<file path="src/rtl/core/ptps_pkg.sv">
// Package for the pulse toggle power sequencer: types, constants and register indexes.
package ptps_pkg;

  localparam int TIME_BITS = 32;
  localparam int CMP_W     = (TIME_BITS > 32) ? TIME_BITS : 32;

  localparam logic [15:0] DEFAULT_EDGE_TICKS = 16'd10;
  localparam logic [31:0] DEFAULT_BACKOFF    = 32'd1000;
  localparam logic [31:0] BACKOFF_SAT_LIMIT  = 32'h7FFF_FFFF;

  localparam int CFG_IDX_W  = 2;
  localparam int CFG_DATA_W = 32;

  typedef enum logic [CFG_IDX_W-1:0] {
    REG_PULSE_LOW   = 2'd0,
    REG_SETTLE_HIGH = 2'd1,
    REG_INIT_BACKOFF = 2'd2
  } reg_idx_t;

  typedef enum logic [1:0] {
    PH_IDLE = 2'd0,
    PH_LOW  = 2'd1,
    PH_HIGH = 2'd2
  } phase_t;

  typedef struct packed {
    logic [15:0] pulse_low_ticks;
    logic [15:0] settle_high_ticks;
    logic [31:0] initial_backoff_ticks;
  } ptps_cfg_t;

  typedef struct packed {
    logic request_on;
    logic rx_edge;
    logic suspend_level;
  } ptps_item_t;

  typedef struct packed {
    phase_t                 phase;
    logic                   requested;
    logic                   power_on;
    logic                   monitoring;
    logic                   pin_level;
    logic [15:0]            phase_count;
    logic [TIME_BITS-1:0]   since_toggle;
    logic [31:0]            backoff_now;
  } ptps_state_t;

  typedef struct packed {
    logic   toggle_pin;
    logic   rx_monitor;
    logic   believed_on;
    phase_t phase;
  } ptps_res_t;

endpackage

</file>
<file path="src/rtl/core/ptps_cfg.sv">
// Configuration register file of the pulse toggle power sequencer.
module ptps_cfg
  import ptps_pkg::*;
(
  input  logic                  clk,
  input  logic                  rst_n,
  input  logic                  cfg_we,
  input  logic [CFG_IDX_W-1:0]  cfg_index,
  input  logic [CFG_DATA_W-1:0] cfg_wdata,
  output ptps_cfg_t             cfg
);

  ptps_cfg_t cfg_r;

  always_ff @(posedge clk) begin
    if (!rst_n) begin
      cfg_r.pulse_low_ticks       <= DEFAULT_EDGE_TICKS;
      cfg_r.settle_high_ticks     <= DEFAULT_EDGE_TICKS;
      cfg_r.initial_backoff_ticks <= DEFAULT_BACKOFF;
    end else if (cfg_we) begin
      case (cfg_index)
        REG_PULSE_LOW:    cfg_r.pulse_low_ticks       <= cfg_wdata[15:0];
        REG_SETTLE_HIGH:  cfg_r.settle_high_ticks     <= cfg_wdata[15:0];
        REG_INIT_BACKOFF: cfg_r.initial_backoff_ticks <= cfg_wdata[31:0];
        default: ;
      endcase
    end
  end

  assign cfg = cfg_r;

endmodule

</file>
<file path="src/rtl/core/ptps_step.sv">
// Next-state and result logic for one tick of the sequencer.
module ptps_step
  import ptps_pkg::*;
(
  input  ptps_state_t cur,
  input  ptps_cfg_t   cfg,
  input  ptps_item_t  item,
  output ptps_state_t nxt,
  output ptps_res_t   res
);

  function automatic ptps_state_t idle_decide(input ptps_state_t s);
    ptps_state_t r;
    r = s;
    if (s.requested == s.power_on) begin
      if (!s.power_on)
        r.monitoring = 1'b1;
    end else begin
      r.pin_level   = 1'b0;
      r.phase       = PH_LOW;
      r.phase_count = '0;
    end
    return r;
  endfunction

  logic [CMP_W-1:0] since_x;
  logic [CMP_W-1:0] backoff_x;

  always_comb begin
    ptps_state_t s;
    s = cur;

    if (s.since_toggle != {TIME_BITS{1'b1}})
      s.since_toggle = s.since_toggle + TIME_BITS'(1);

    if (item.request_on && !s.requested) begin
      s.monitoring = 1'b0;
      s.requested  = 1'b1;
    end else if (!item.request_on && s.requested) begin
      s.backoff_now = cfg.initial_backoff_ticks;
      s.requested   = 1'b0;
    end

    since_x   = CMP_W'(s.since_toggle);
    backoff_x = CMP_W'(s.backoff_now);

    if (item.rx_edge && s.monitoring && !s.requested && !s.power_on &&
        s.phase == PH_IDLE && since_x > backoff_x) begin
      s.power_on = 1'b1;
      if (s.backoff_now > BACKOFF_SAT_LIMIT)
        s.backoff_now = '1;
      else
        s.backoff_now = {s.backoff_now[30:0], 1'b0};
    end

    if (!item.suspend_level) begin
      case (s.phase)
        PH_LOW: begin
          if (s.phase_count != 16'hFFFF)
            s.phase_count = s.phase_count + 16'd1;
          if (s.phase_count >= cfg.pulse_low_ticks) begin
            s.pin_level    = 1'b1;
            s.phase        = PH_HIGH;
            s.power_on     = !s.power_on;
            s.since_toggle = '0;
            s.phase_count  = '0;
          end
        end
        PH_HIGH: begin
          if (s.phase_count != 16'hFFFF)
            s.phase_count = s.phase_count + 16'd1;
          if (s.phase_count >= cfg.settle_high_ticks) begin
            s.phase       = PH_IDLE;
            s.phase_count = '0;
            s = idle_decide(s);
          end
        end
        default: s = idle_decide(s);
      endcase
    end

    nxt = s;
  end

  always_comb begin
    res.toggle_pin  = nxt.pin_level;
    res.rx_monitor  = nxt.monitoring;
    res.believed_on = nxt.power_on;
    res.phase       = nxt.phase;
  end

endmodule

</file>
<file path="src/rtl/core/pulse_toggle_power_sequencer.sv">
// Top level of the pulse toggle power sequencer: item register, state and result register.
//
// Each input item is one time tick and yields exactly one result item. An item
// passes an input register, then the whole tick update is worked out
// combinationally and written to the state and the result register, so the
// block takes one item per clock, and the result of an item is offered from
// the result register after the item has passed the input register.
// The rate is one item per cycle whenever the result side keeps taking items;
// a stalled result holds the item behind it. Configuration writes take effect
// at once and are meant to be made while no item is in flight.
module pulse_toggle_power_sequencer
  import ptps_pkg::*;
(
  input  logic                  clk,
  input  logic                  rst_n,
  input  logic                  in_tvalid,
  output logic                  in_tready,
  input  logic [7:0]            in_tdata,   // request_on, rx_edge, suspend_level, zero pad
  output logic                  out_tvalid,
  input  logic                  out_tready,
  output logic [7:0]            out_tdata,  // toggle_pin, rx_monitor, believed_on, phase[1:0], zero pad
  input  logic                  cfg_we,
  input  logic [CFG_IDX_W-1:0]  cfg_index,
  input  logic [CFG_DATA_W-1:0] cfg_wdata
);

  ptps_cfg_t   cfg;
  ptps_item_t  item_r;
  logic        item_valid_r;
  logic        item_valid_nxt;
  ptps_state_t state_r;
  ptps_state_t state_nxt;
  ptps_res_t   res_nxt;
  ptps_res_t   res_r;
  logic        out_valid_r;
  logic        out_valid_nxt;
  logic        advance;
  logic        in_accept;

  ptps_cfg u_cfg (
    .clk       (clk),
    .rst_n     (rst_n),
    .cfg_we    (cfg_we),
    .cfg_index (cfg_index),
    .cfg_wdata (cfg_wdata),
    .cfg       (cfg)
  );

  ptps_step u_step (
    .cur  (state_r),
    .cfg  (cfg),
    .item (item_r),
    .nxt  (state_nxt),
    .res  (res_nxt)
  );

  assign advance   = item_valid_r && (!out_valid_r || out_tready);
  assign in_tready = !item_valid_r || advance;
  assign in_accept = in_tvalid && in_tready;

  always_comb begin
    item_valid_nxt = item_valid_r;
    if (in_accept)
      item_valid_nxt = 1'b1;
    else if (advance)
      item_valid_nxt = 1'b0;
  end

  always_comb begin
    out_valid_nxt = out_valid_r;
    if (advance)
      out_valid_nxt = 1'b1;
    else if (out_tready)
      out_valid_nxt = 1'b0;
  end

  always_ff @(posedge clk) begin
    if (!rst_n) begin
      item_valid_r <= 1'b0;
      out_valid_r  <= 1'b0;
    end else begin
      item_valid_r <= item_valid_nxt;
      out_valid_r  <= out_valid_nxt;
    end
  end

  always_ff @(posedge clk) begin
    if (in_accept) begin
      item_r.request_on    <= in_tdata[0];
      item_r.rx_edge       <= in_tdata[1];
      item_r.suspend_level <= in_tdata[2];
    end
    if (advance)
      res_r <= res_nxt;
  end

  always_ff @(posedge clk) begin
    if (!rst_n) begin
      state_r.phase        <= PH_IDLE;
      state_r.requested    <= 1'b0;
      state_r.power_on     <= 1'b0;
      state_r.monitoring   <= 1'b0;
      state_r.pin_level    <= 1'b0;
      state_r.phase_count  <= '0;
      state_r.since_toggle <= '0;
      state_r.backoff_now  <= DEFAULT_BACKOFF;
    end else if (advance) begin
      state_r <= state_nxt;
    end
  end

  assign out_tvalid = out_valid_r;
  assign out_tdata  = {3'b000, res_r.phase, res_r.believed_on, res_r.rx_monitor,
                       res_r.toggle_pin};

  // pin is low throughout the pulse
  a_low_pin: assert property (@(posedge clk) disable iff (!rst_n)
    state_r.phase == PH_LOW |-> !state_r.pin_level)
    else $error("toggle pin high during low pulse");

  // pin is high throughout settle
  a_high_pin: assert property (@(posedge clk) disable iff (!rst_n)
    state_r.phase == PH_HIGH |-> state_r.pin_level)
    else $error("toggle pin low during settle");

  // an empty result register never blocks the input side
  a_no_stall: assert property (@(posedge clk) disable iff (!rst_n)
    !out_valid_r |-> in_tready)
    else $error("input stalled with empty result register");

endmodule
</file>
<file path="config.mk">
export PLATFORM = sky130hd
export DESIGN_NAME = pulse_toggle_power_sequencer
export DESIGN_NICKNAME = d
export VERILOG_FILES = /design/src/rtl/core/ptps_pkg.sv /design/src/rtl/core/ptps_cfg.sv /design/src/rtl/core/ptps_step.sv /design/src/rtl/core/pulse_toggle_power_sequencer.sv
export SDC_FILE = /design/constraint.sdc
export NUM_CORES = 1
export LEC_CHECK = 0
export ABC_AREA = 1
export BUFFER_PORTS_ARGS = -buffer_cell sky130_fd_sc_hd__buf_2
export CAP_MARGIN = 15
export CORE_ASPECT_RATIO = 1.2
export CORE_MARGIN = 2
export CORE_UTILIZATION = 60
export DETAILED_ROUTE_END_ITERATION = 8
export MAX_ROUTING_LAYER = met4
export PLACE_DENSITY = 0.86
export SLEW_MARGIN = 40
export SYNTH_ARGS = -nofsm -noshare
export SYNTH_HDL_FRONTEND = slang
export SYNTH_SLANG_ARGS = --single-unit
export TNS_END_PERCENT = 100
</file>
<file path="constraint.sdc">
create_clock -name clk -period 5.9 [get_ports clk]
set_input_delay 0.59 -clock clk [delete_from_list [all_inputs] [get_ports clk]]
set_output_delay 0.59 -clock clk [all_outputs]
set_load 0.05 [all_outputs]
</file>
==> flow_metrics.tcl, run 1 <==
set metrics [dict create \
    grtUsageTotal 0.289 \
    total_leakage_power_nw 4.34 \
    avgSynthCellArea_um2 7.12 \
    tns_ns 0 \
    drt_iter0_markers 727 \
    syn_inst 1299 \
    routed.top_layer "met4" \
    netlist_area_mm2 0.00926 \
    h-tree-depth 4 \
    die_h_um 140 \
    crit_arrival_ns 5.57 \
    path_cells "ha_1 > inv_1 > nor3_1 > nand3_1 > nor2_1 > inv_1 > nor2_1 > nor3_1 > inv_1 > nor2_1 > xor2_1 > inv_1 > ha_1 > a21oi_1 > o21ai_0 > a21oi_1 > nand3_1 > o21ai_0 > inv_1 > o211ai_1 > o21ai_0 > inv_1" \
    grt_pass1_vias 8356 \
    pin_count 57 \
    dpl_cell_area_mm2 0.00957 \
    post-route-min-period_ns 5.27 \
    ir_worst_vdd_v 0.000224 \
    gp_congestion 0.913 \
    synth_edf_count 8 \
    drv_cap 0 \
    nets 1433 \
    critPathBufInv 6 \
    synthDominantAreaCellType "dfxtp_1" \
    crit_path_top_delay_cell "o21ai_0" \
    cp-start-kind "flip-flop" \
    die_w_um 117 \
    rsz0062_at_grt "no" \
    wl_met1_um 9470 \
    hold_class "primary input to flip-flop" \
    async_flop_share 0 \
    design_area_mm2 0.0103 \
    vias_per_cell 5.75 \
    final_hold_viol_count 0 \
    first_pass_iters 5 \
    yosys_register_bits 160 \
    cts_max_path_buffers 2 \
    cts_hold_buf 0 \
    worst_ep_required_time_ns 6.20 \
    end_kind "flip-flop" \
    synth_ff_type "dfxtp_1" \
    dr_wl_met3_um 1500 \
    wl_per_cell_um 15.0 \
    dpl.hpwl_um 15400 \
    drive_above_1_share 0.0992 \
    cts_made_buffers 17 \
    pwr_density_cell_mw_per_mm2 253 \
    drt-total-wl_um 23100 \
    crit_top_cell "inv_1" \
    num_rows 49 \
    path_clk_slew_ns 0.06 \
    setup_viol_count_final 0 \
    fmax_mhz 190 \
    yosysUniqueCellTypes 44 \
    multi_input_area_mm2 0.00524 \
    grt_max_degree 90 \
    synth_common_cells "307 x nand2_1, 163 x a21oi_1, 152 x dfxtp_1" \
    ys_top_cells_by_area "dfxtp_1 33%, nand2_1 12%, ha_1 9.2%, a21oi_1 8.8%, inv_1 5.1%" \
    dieArea_mm2 0.0164 \
    start_util 0.616 \
    ff_latch_area_mm2 0.00328 \
    path_class "flip-flop to flip-flop" \
    post_cts_buffers 0 \
    netlist.area_leader.share 0.329 \
    hold_ws_ns 0.341 \
    status "complete, no violations" \
    slew_violations 0 \
    grt_pass1_wl_um 38400 \
    worstMarginPinSlew_ns 0.815 \
    ctsResizeCount 0 \
    clock_latency_ns 0.43 \
    cts_tree "done" \
    diodes 0 \
    relSlewSlack 0.451 \
    vias 8826 \
    fin_skew_ns 0.0122 \
    area_delta_synth_final_pct 10.8 \
    post-route-drc-count 0 \
    wl_met2_um 11300 \
    yosysWarnings 0 \
    io_buffers 48 \
    synth_most_common_cell "nand2_1" \
    period_share 0.892 \
    grt_overflow 0 \
    coreArea_mm2 0.0150 \
    cts.sinks 160 \
    ant_nets 0 \
    max_stage_delay_ns 0.71 \
    cts_root_buf "clkbuf_16" \
    crit_family "compound AO/OA/AOI/OAI gates" \
    fill_cells 1208 \
    antenna_found_initial 0 \
    crit_fanout 12 \
    yosysSeqAreaShare 0.355 \
]
[worst reg2reg max path: stages, from the launching register on]
cell and delay, ns:
dfxtp_1 0.43, ha_1 0.23, inv_1 0.08, nor3_1 0.40
nand3_1 0.21, nor2_1 0.16, inv_1 0.09, nor2_1 0.22
nor3_1 0.10, inv_1 0.08, nor2_1 0.05, xor2_1 0.22
inv_1 0.12, ha_1 0.30, a21oi_1 0.14, o21ai_0 0.09
a21oi_1 0.24, nand3_1 0.25, o21ai_0 0.71, inv_1 0.45
o211ai_1 0.35, o21ai_0 0.14, inv_1 0.07
[sequential cells by signal (all words and copies together) (netlist names)]
signal / count
u_cfg.cfg: 64
item_r: 3
out_tdata: 5
item_valid_r: 1
state_r: 86
out_tvalid: 1
[final cells by class]
cell class | instances | area share
Tap cell | 204 | 0.0249
Sequential cell | 160 | 0.320
Clock inverter | 12 | 0.0199
Inverter | 131 | 0.0480
Multi-Input combinational cell | 952 | 0.511
Timing Repair Buffer | 56 | 0.0300
Clock buffer | 20 | 0.0456
[final timing paths]
path / startpoint / endpoint / cells past startpoint / slack [ns]
min reg2reg: u_cfg.cfg[54] / u_cfg.cfg[54] / 2 / 0.46
max reg2reg: state_r[64] / out_tdata[3] / 22 / 0.63
min: in_tdata[1] / item_r[1] / 1 / 0.34
max: state_r[64] / out_tdata[3] / 22 / 0.63
[power by group]
part,total [mW],internal [mW],switching (mW)
Combinational,0.210,0.0610,0.149
Clock,1.25,0.790,0.457
Sequential,1.14,1.12,0.0149
[placed cells by master, fill, tap and decap left out, types with 3 or more instances in the layout]
cell type and instances:
o211ai_1 15, dfxtp_1 152, nor4_1 4, nor3_1 30
mux2i_1 24, nand4_1 13, nand2_1 304, bufinv_16 5
ha_1 68, o21ai_0 82, nor2_2 7, edfxtp_1 8
nor2_1 118, nand3_2 8, nand3_1 35, a21oi_2 6
clkbuf_16 18, inv_2 5, inv_1 124, a21oi_1 162
o221ai_1 3, xnor2_1 11, buf_2 48, conb_1 3
buf_4 6, xor2_1 25, a211oi_1 3, clkinv_4 4
nand2_2 12
[per-layer routing]
layer / track usage / up-vias
met3: 0.0423 / 74
met1: 0.342 / 4092
met4: 0.120 / 0
li1: - / 4308
met2: 0.494 / 352
met5: - / -
[cell families after synthesis]
group / share of synthesized area
compound gates: 0.163
xor+xnor: 0.0341
fa+ha+maj: 0.0919
buf+inv: 0.0811
flops: 0.355
mux: 0.0272
other cells: 0.000405
simple gates: 0.247
[through the flow]
stage                     total power [mW]  instances  setup WS, ns  utilization
after global placement                1.36       1503          1.11        0.637
after detailed placement              1.36       1503          1.01        0.637
after floorplan                       1.31       1301          2.13            -
after global routing                  2.67       1535         0.365        0.683
after CTS                             2.59       1535         0.826        0.682
final                                 2.59       1535         0.634        0.683
No activity file was read; power rests on OpenSTA's default activity.
==> inputs of run 2 (changes only) <==
--- a/config.mk
+++ b/config.mk
@@ -11,9 +11,11 @@
 export CORE_ASPECT_RATIO = 1.2
 export CORE_MARGIN = 2
 export CORE_UTILIZATION = 60
+export CTS_CLUSTER_DIAMETER = 30
 export DETAILED_ROUTE_END_ITERATION = 8
 export MAX_ROUTING_LAYER = met4
 export PLACE_DENSITY = 0.86
+export RECOVER_POWER = 25
 export SLEW_MARGIN = 40
 export SYNTH_ARGS = -nofsm -noshare
 export SYNTH_HDL_FRONTEND = slang
==> flow_metrics.tcl, run 2 (synthesis results as in run 1) <==
set metrics [dict create \
    gp_congestion 0.913 \
    end_kind "flip-flop" \
    h-tree-depth 4 \
    diodes 0 \
    dp_cells 1503 \
    worst_r2r_endpoint "out_tdata[3]" \
    tns_ns 0 \
    ant_nets 0 \
    hp-start "in_tdata[1]" \
    setup_viol_count_final 0 \
    startpoint "state_r[64]" \
    rsz0062_at_grt "no" \
    vias 8832 \
    first_pass_iters 6 \
    drt-total-wl_um 23100 \
    worst_ep_required_time_ns 6.20 \
    regMostFlops "state_r" \
    path_clk_slew_ns 0.06 \
    cts_max_path_buffers 2 \
    mostFrequentLayoutCells "305 x nand2_1, 162 x a21oi_1, 152 x dfxtp_1" \
    cts_made_buffers 17 \
    crit_fanout 12 \
    ff_latch_area_mm2 0.00328 \
    min_path_cells 1 \
    drt_iter0_markers 727 \
    cts_tree "done" \
    io_buffers 48 \
    worstMarginPinSlew_ns 1.39 \
    num_rows 49 \
    path_class "flip-flop to flip-flop" \
    cp-start-kind "flip-flop" \
    final_hold_viol_count 0 \
    grt_max_degree 90 \
    vias_per_cell 5.75 \
    post-route-min-period_ns 5.26 \
    start_util 0.616 \
    cts_root_buf "clkbuf_16" \
    drive_above_1_share 0.0954 \
    nets 1433 \
    slew_violations 0 \
    cts_hold_buf 0 \
    coreArea_mm2 0.0150 \
    antenna_found_initial 0 \
    clock_latency_ns 0.44 \
    cts.sinks 160 \
    grtUsageTotal 0.289 \
    fin_skew_ns 0.0109 \
    dieArea_mm2 0.0164 \
    wl_per_cell_um 15.0 \
    largest_reg_flops 86 \
    relSlewSlack 0.0738 \
    hold_class "primary input to flip-flop" \
    pwr_density_cell_mw_per_mm2 253 \
    dpl.hpwl_um 15400 \
    r2r_setup_slack_ns 0.64 \
    hold-path-endpoint "item_r[1]" \
    r2r_cells 22 \
    r2r-start "state_r[64]" \
    post_cts_buffers 0 \
    final_common_cell "nand2_1" \
    grt_pass1_wl_um 38400 \
    area_delta_synth_final_pct 10.7 \
    crit_arrival_ns 5.57 \
    grt_overflow 0 \
    pin_count 57 \
    status "complete, no violations" \
    die_w_um 117 \
    ir_worst_vdd_v 0.000223 \
    drv_cap 0 \
    fill_cells 1210 \
    ctsResizeCount 0 \
    fmax_mhz 190 \
    grt_pass1_vias 8356 \
    period_share 0.892 \
    total_leakage_power_nw 4.33 \
    fin_cells 1535 \
    post-route-drc-count 0 \
    die_h_um 140 \
    multi_input_area_mm2 0.00524 \
]
==> run 2: changes by cell type in the layout (fill, tap and decap cells not counted) <==
cell / previous run / this run
buf_2: 48 / 46
buf_4: 6 / 5
clkbuf_1: 1 / 4
inv_1: 124 / 125
inv_2: 5 / 4
nand2_1: 304 / 305
nand2_2: 12 / 11
==> run 2: power by group <==
| group | internal (mW) | switching (mW) |
|---|---|---|
| clock network | 0.789 | 0.457 |
| registers | 1.12 | 0.0148 |
| logic | 0.0608 | 0.148 |
==> run 2: through the flow <==
step           total power [mW]   util  cell area [um^2]  setup slack [ns]  hold slack (ns)
2_1_floorplan              1.31      -              9260              2.13            0.424
3_3_place_gp               1.36  0.637              9570              1.11            0.437
5_1_grt                    2.66  0.682             10200             0.365            0.336
3_5_place_dp               1.36  0.637              9570              1.01            0.447
6_report                   2.59  0.682             10200             0.637            0.339
4_1_cts                    2.59  0.682             10200             0.826            0.335
==> run 2: worst max-delay path by stage <==
stage / to / slack (ns) / cells after the start
2_1_floorplan: out_tdata[3] / 2.13 / 30
3_3_place_gp: out_tdata[3] / 1.11 / 22
3_5_place_dp: out_tdata[3] / 1.01 / 22
4_1_cts: out_tdata[3] / 0.83 / 22
5_1_grt: state_r[68] / 0.36 / 22
6_report: out_tdata[3] / 0.64 / 22
==> run 2: routing by layer <==
layer	up-vias	track usage	part of all wire
li1	4308	-	-
met1	4078	0.342	0.41
met2	365	0.494	0.49
met3	81	0.0423	0.063
met4	0	0.120	0.036
met5	-	-	0
==> run 2: area by class of cell <==
| cell class | instances | share of cell area |
|---|---|---|
| clock buffer | 20 | 0.0457 |
| clock inverter | 12 | 0.0199 |
| inverter | 131 | 0.0480 |
| multi-input combinational | 952 | 0.512 |
| sequential | 160 | 0.321 |
| tap | 204 | 0.0249 |
| timing repair buffer | 56 | 0.0294 |
==> run 2: worst max-delay path, cell delays in order (launching register included) <==
cell and delay (ns):
dfxtp_1 0.43, ha_1 0.23, inv_1 0.08, nor3_1 0.40, nand3_1 0.20, nor2_1 0.16, inv_1 0.09, nor2_1 0.22
nor3_1 0.10, inv_1 0.08, nor2_1 0.05, xor2_1 0.22, inv_1 0.12, ha_1 0.30, a21oi_1 0.14, o21ai_0 0.09
a21oi_1 0.25, nand3_1 0.25, o21ai_0 0.71, inv_1 0.44, o211ai_1 0.34, o21ai_0 0.14, inv_1 0.07
